==> config.mk <==
export PLATFORM = sky130hd
export DESIGN_NAME = mbsc_ctrl
export DESIGN_NICKNAME = d
export VERILOG_FILES = /design/src/design/mt19937_byte_stream_cipher_defines.svh /design/src/design/mbsc_pkg.sv /design/src/design/mbsc_ctrl.sv
export SDC_FILE = /design/constraint.sdc
export NUM_CORES = 1
export LEC_CHECK = 0
export ABC_AREA = 1
export BUFFER_PORTS_ARGS = -buffer_cell sky130_fd_sc_hd__buf_2
export CAP_MARGIN = 0
export CORE_AREA = 5 5 42 44
export CTS_BUF_LIST = sky130_fd_sc_hd__clkbuf_16
export DETAILED_ROUTE_END_ITERATION = 8
export DIE_AREA = 0 0 47 49
export PLACE_DENSITY = 0.41
export SLEW_MARGIN = 10
export SYNTH_ARGS = -nofsm -noshare
export SYNTH_HDL_FRONTEND = slang
export SYNTH_SLANG_ARGS = --single-unit
==> constraint.sdc <==
create_clock -name i_clk -period 2.21 [get_ports i_clk]
set_input_delay 0.442 -clock i_clk [delete_from_list [all_inputs] [get_ports i_clk]]
set_output_delay 0.442 -clock i_clk [all_outputs]
set_load 0.005 [all_outputs]
==> src/design/mt19937_byte_stream_cipher_defines.svh <==
// Assertion macros for the MT19937 byte stream cipher.
// Used by the top level only; empty when SYNTH is defined.
`ifndef MT19937_BYTE_STREAM_CIPHER_DEFINES_SVH
`define MT19937_BYTE_STREAM_CIPHER_DEFINES_SVH
`ifndef SYNTH
`define MBSC_ASSERT_SAME(label, clk, rst_n, ante, cons) \
    label: assert property (@(posedge clk) disable iff (!rst_n) (ante) |-> (cons)) \
        else $error("mbsc assertion failed");
`define MBSC_ASSERT_NEXT(label, clk, rst_n, ante, cons) \
    label: assert property (@(posedge clk) disable iff (!rst_n) (ante) |=> (cons)) \
        else $error("mbsc assertion failed");
`else
`define MBSC_ASSERT_SAME(label, clk, rst_n, ante, cons)
`define MBSC_ASSERT_NEXT(label, clk, rst_n, ante, cons)
`endif
`endif

==> src/design/mbsc_pkg.sv <==
// Package for the MT19937 byte stream cipher: constants, types and helper functions.
// No dependencies.
`timescale 1ns / 1ps
package mbsc_pkg;

    localparam int unsigned WordCount = 624;
    localparam int unsigned IdxW      = 10;

    localparam logic [IdxW-1:0] IdxLast  = IdxW'(WordCount - 1);
    localparam logic [IdxW-1:0] ShiftFwd = IdxW'(397);
    localparam logic [IdxW-1:0] ShiftBck = IdxW'(WordCount - 397);

    localparam logic [31:0] MatrixA   = 32'h9908_B0DF;
    localparam logic [31:0] UpperMask = 32'h8000_0000;
    localparam logic [31:0] LowerMask = 32'h7FFF_FFFF;
    localparam logic [31:0] InitMult  = 32'd1812433253;
    localparam logic [31:0] TemperB   = 32'h9D2C_5680;
    localparam logic [31:0] TemperC   = 32'hEFC6_0000;

    typedef enum logic [2:0] {
        ST_IDLE,
        ST_SEED_INIT,
        ST_SEED_MUL,
        ST_SEED_WR,
        ST_DRAW_RD,
        ST_DRAW_TW,
        ST_OUT
    } t_state;

    typedef struct packed {
        logic in_ready;
        logic seed_init;
        logic seed_mul;
        logic seed_wr;
        logic draw_tw;
        logic keep;
        logic load_out;
    } t_dp_cmd;

    typedef struct packed {
        logic in_valid;
        logic in_start;
        logic pos_zero;
        logic widx_last;
        logic out_free;
    } t_dp_sts;

    function automatic logic [31:0] twist_word(input logic [31:0] cur,
                                               input logic [31:0] nxt,
                                               input logic [31:0] far);
        logic [31:0] y;
        logic [31:0] v;
        y = (cur & UpperMask) | (nxt & LowerMask);
        v = far ^ (y >> 1);
        if (y[0]) begin
            v = v ^ MatrixA;
        end
        return v;
    endfunction

    function automatic logic [31:0] temper(input logic [31:0] w);
        logic [31:0] y;
        y = w ^ (w >> 11);
        y = y ^ ((y << 7) & TemperB);
        y = y ^ ((y << 15) & TemperC);
        y = y ^ (y >> 18);
        return y;
    endfunction

endpackage

==> src/design/mbsc_ctrl.sv <==
// Controller state machine: sequences reseeding, word draws and result hand-off.
// Depends on mbsc_pkg.
`timescale 1ns / 1ps
module mbsc_ctrl (
    input  logic              i_clk,
    input  logic              i_rst_n,
    input  mbsc_pkg::t_dp_sts i_sts,
    output mbsc_pkg::t_dp_cmd o_cmd
);

    mbsc_pkg::t_state r_state, n_state;
    logic             r_discard, n_discard;

    always_ff @(posedge i_clk) begin
        if (!i_rst_n) begin
            r_state   <= mbsc_pkg::ST_IDLE;
            r_discard <= 1'b0;
        end else begin
            r_state   <= n_state;
            r_discard <= n_discard;
        end
    end

    always_comb begin
        n_state   = r_state;
        n_discard = r_discard;
        o_cmd     = '0;
        unique case (r_state)
            mbsc_pkg::ST_IDLE: begin
                o_cmd.in_ready = 1'b1;
                if (i_sts.in_valid) begin
                    if (i_sts.in_start) begin
                        n_state = mbsc_pkg::ST_SEED_INIT;
                    end else begin
                        n_state   = mbsc_pkg::ST_DRAW_RD;
                        n_discard = i_sts.pos_zero;
                    end
                end
            end
            mbsc_pkg::ST_SEED_INIT: begin
                o_cmd.seed_init = 1'b1;
                n_state         = mbsc_pkg::ST_SEED_MUL;
            end
            mbsc_pkg::ST_SEED_MUL: begin
                o_cmd.seed_mul = 1'b1;
                n_state        = mbsc_pkg::ST_SEED_WR;
            end
            mbsc_pkg::ST_SEED_WR: begin
                o_cmd.seed_wr = 1'b1;
                if (i_sts.widx_last) begin
                    n_state   = mbsc_pkg::ST_DRAW_RD;
                    n_discard = 1'b1;
                end else begin
                    n_state = mbsc_pkg::ST_SEED_MUL;
                end
            end
            mbsc_pkg::ST_DRAW_RD: begin
                n_state = mbsc_pkg::ST_DRAW_TW;
            end
            mbsc_pkg::ST_DRAW_TW: begin
                o_cmd.draw_tw = 1'b1;
                o_cmd.keep    = !r_discard;
                if (r_discard) begin
                    n_discard = 1'b0;
                    n_state   = mbsc_pkg::ST_DRAW_RD;
                end else begin
                    n_state = mbsc_pkg::ST_OUT;
                end
            end
            mbsc_pkg::ST_OUT: begin
                if (i_sts.out_free) begin
                    o_cmd.load_out = 1'b1;
                    n_state        = mbsc_pkg::ST_IDLE;
                end
            end
            default: begin
                n_state = mbsc_pkg::ST_IDLE;
            end
        endcase
    end

endmodule

==> qor.yml <==
synthFlopType: "dfxtp_1"
grt_pass1_wl_um: 1421
worstSetupPathType: "register to output port"
clk_path_buf_depth: 2
start_kind: "register"
initial_core_util_pct: 20.98
fin_crit_sh_pct: 70.93
path_cells: "nand3_1 > inv_1 > nand2_1 > inv_1 > buf_2"
yosysTopAreaCell: "dfxtp_1"
antenna_found_initial: 0
holdBufCountCts: 0
globalRouteOverflowTotal: 0
met3_length_um: 47
maxCapViolations: 0
synth_edf_count: 0
status: "complete, no violations"
ant_nets: 0
setup_ws_ns: 0.6425
cp_max_fo: 7
pin_count: 14
dpl_cell_area_sq_um: 379.1
setup_tns_ns: 0
grt_max_degree: 9
dr_wl_met2_um: 360
clk_pin_slew_ns: 0.03
wirelength_um: 793
tightest_slew_ns: 0.2360
synth.net_count: 58
htree_num_levels: 1
core_area_sq_um: 1401
cpPeakStageDelay_ns: 0.44
hold_class: "primary input to register"
crit_slowest_cell: "dfxtp_1"
p_per_area_nw_per_um2: 1358
netlist_area_sq_um: 294.0
clock_sinks: 4
numCtsBuffers: 3
top_layer: "met4"
synth-seq-cells: 4
rsz0062_at_grt: "false"
drive_gt1_share_pct: 28.36
die-area_sq_um: 2303
diodes: 0
routedWlPerCell_um: 9.554
fin_util_pct: 32.41
grt_pass1_vias: 337
route.detailed.drc: 0
ys_async_sr_fraction_pct: 0
final_area_sq_um: 454.2
grtUsageTotal_pct: 8.873
vias: 354
ys_seq_area_share_pct: 27.23
end_kind: "output port"
critPathMostFrequentCell: "inv_1"
syn_area_per_cell_sq_um: 5.765
power.leakage_nw: 0.2908
cts_tree: "done"
wl_met1_um: 360
routabilityCongestion: 0.6985
holdWs_ns: 0.4566
synth_cell_types: 13
post-cts-setup-buffers: 0
ctsResizeCount: 0
slew_violations: 0
finalSetupViolCount: 0
die-width_um: 47
place_ws_ns: 0.8565
yosysMostFrequentCell: "inv_1"
cp_top_family: "flip-flops"
yosysWarningCount: 0
synthCells: 51
synth_commonest_cells: "inv_1 (14), nand2_1 (11), nand3_1 (6), nor2_1 (6), dfxtp_1 (4)"
root_buffer: "clkbuf_16"
die_h_um: 49
synth_area_leaders: "dfxtp_1 (27%), inv_1 (18%), nand2_1 (14%), nand3_1 (10%), nor2_1 (7.7%)"
viasPerCell: 4.265
finalClockSkew_ns: 0.003393
critPathArrivalTime_ns: 1.13
hpwl_um: 655.5
nNetsFinal: 76
drt_iter0_drc: 5
clk_latency_ns: 0.22
io_buffers: 13
synth.top_cell.area_share_pct: 27.23
slew_headroom_pct: 84.25
area_growth_pct: 54.47
rows: 14
drt_pre_antenna_iters: 2
finalCriticalPeriod_ns: 1.568
hold_violations: 0
crit_required_ns: 1.77
cp_num_buf_inv: 3
peakVddDrop_uv: 828.5
max_freq_mhz: 637.9
[cell usage in the layout (no fill, tap or decap)]
cell / synthesis / routed
inv_1: 14 / 14
buf_2: 0 / 13
nand2_1: 11 / 11
nand3_1: 6 / 6
nor2_1: 6 / 6
dfxtp_1: 4 / 4
clkbuf_16: 0 / 3
o21ai_0: 2 / 2
nand4_1: 2 / 2
inv_2: 1 / 1
nand3_2: 1 / 1
nor4_1: 1 / 1
o211ai_1: 1 / 1
a21oi_1: 1 / 1
a211oi_2: 1 / 1
[flip-flops by register name (all words and copies together), names as in the netlist]
register	cells
r_state	3
r_discard	1
[tightest hold or removal path: cells and delay by family]
kind	cells	cell delay, ns
buffers and inverters	1	0.10
AND/OR/NAND/NOR	2	0.08
[through the flow]
step           std cells  total power [W]
6_report              83        0.0006168
5_1_grt               83        0.0006682
4_1_cts               83        0.0006225
3_5_place_dp          80        0.0003405
3_3_place_gp          80        0.0003476
2_1_floorplan         51        0.0002731
[power breakdown]
| group | leakage [nW] | internal, W | switching [W] |
|---|---|---|---|
| clock network | 0.0370 | 0.000231 | 0.0000474 |
| logic | 0.221 | 0.0000842 | 0.000128 |
| registers | 0.0330 | 0.0000991 | 0.0000270 |
| total | 0.291 | 0.000414 | 0.000203 |
[worst paths after layout]
kind | start | end | slack (ns) | cells past startpoint
setup reg to reg | r_state[1] | r_state[1] | 1.10 | 7
hold reg to reg | r_discard | r_discard | 0.54 | 4
setup / recovery | r_state[0] | o_cmd[1] | 0.64 | 5
hold / removal | i_rst_n | r_discard | 0.46 | 3
[layer usage]
metal  up-vias  track usage [%]
met3         2            3.690
met5         -                0
met2         6            10.86
met4         0            8.295
li1        192                -
met1       154            10.99
[layout make-up]
class	instances	area (sq um)
Fill cell	169	947.2
Multi-Input combinational cell	32	157.7
Sequential cell	4	80.08
Clock buffer	3	75.07
Timing Repair Buffer	13	65.06
Inverter	15	56.30
Tap cell	16	20.02
[logic make-up (layout without fill, tap and decap cells)]
logic type,after synthesis,count (layout),share of synthesized area [%]
simple gates,27,27,41.70
flops,4,4,27.24
compound gates,5,5,11.91
buf+inv,15,31,19.15
(Power assumes the default switching activity.)
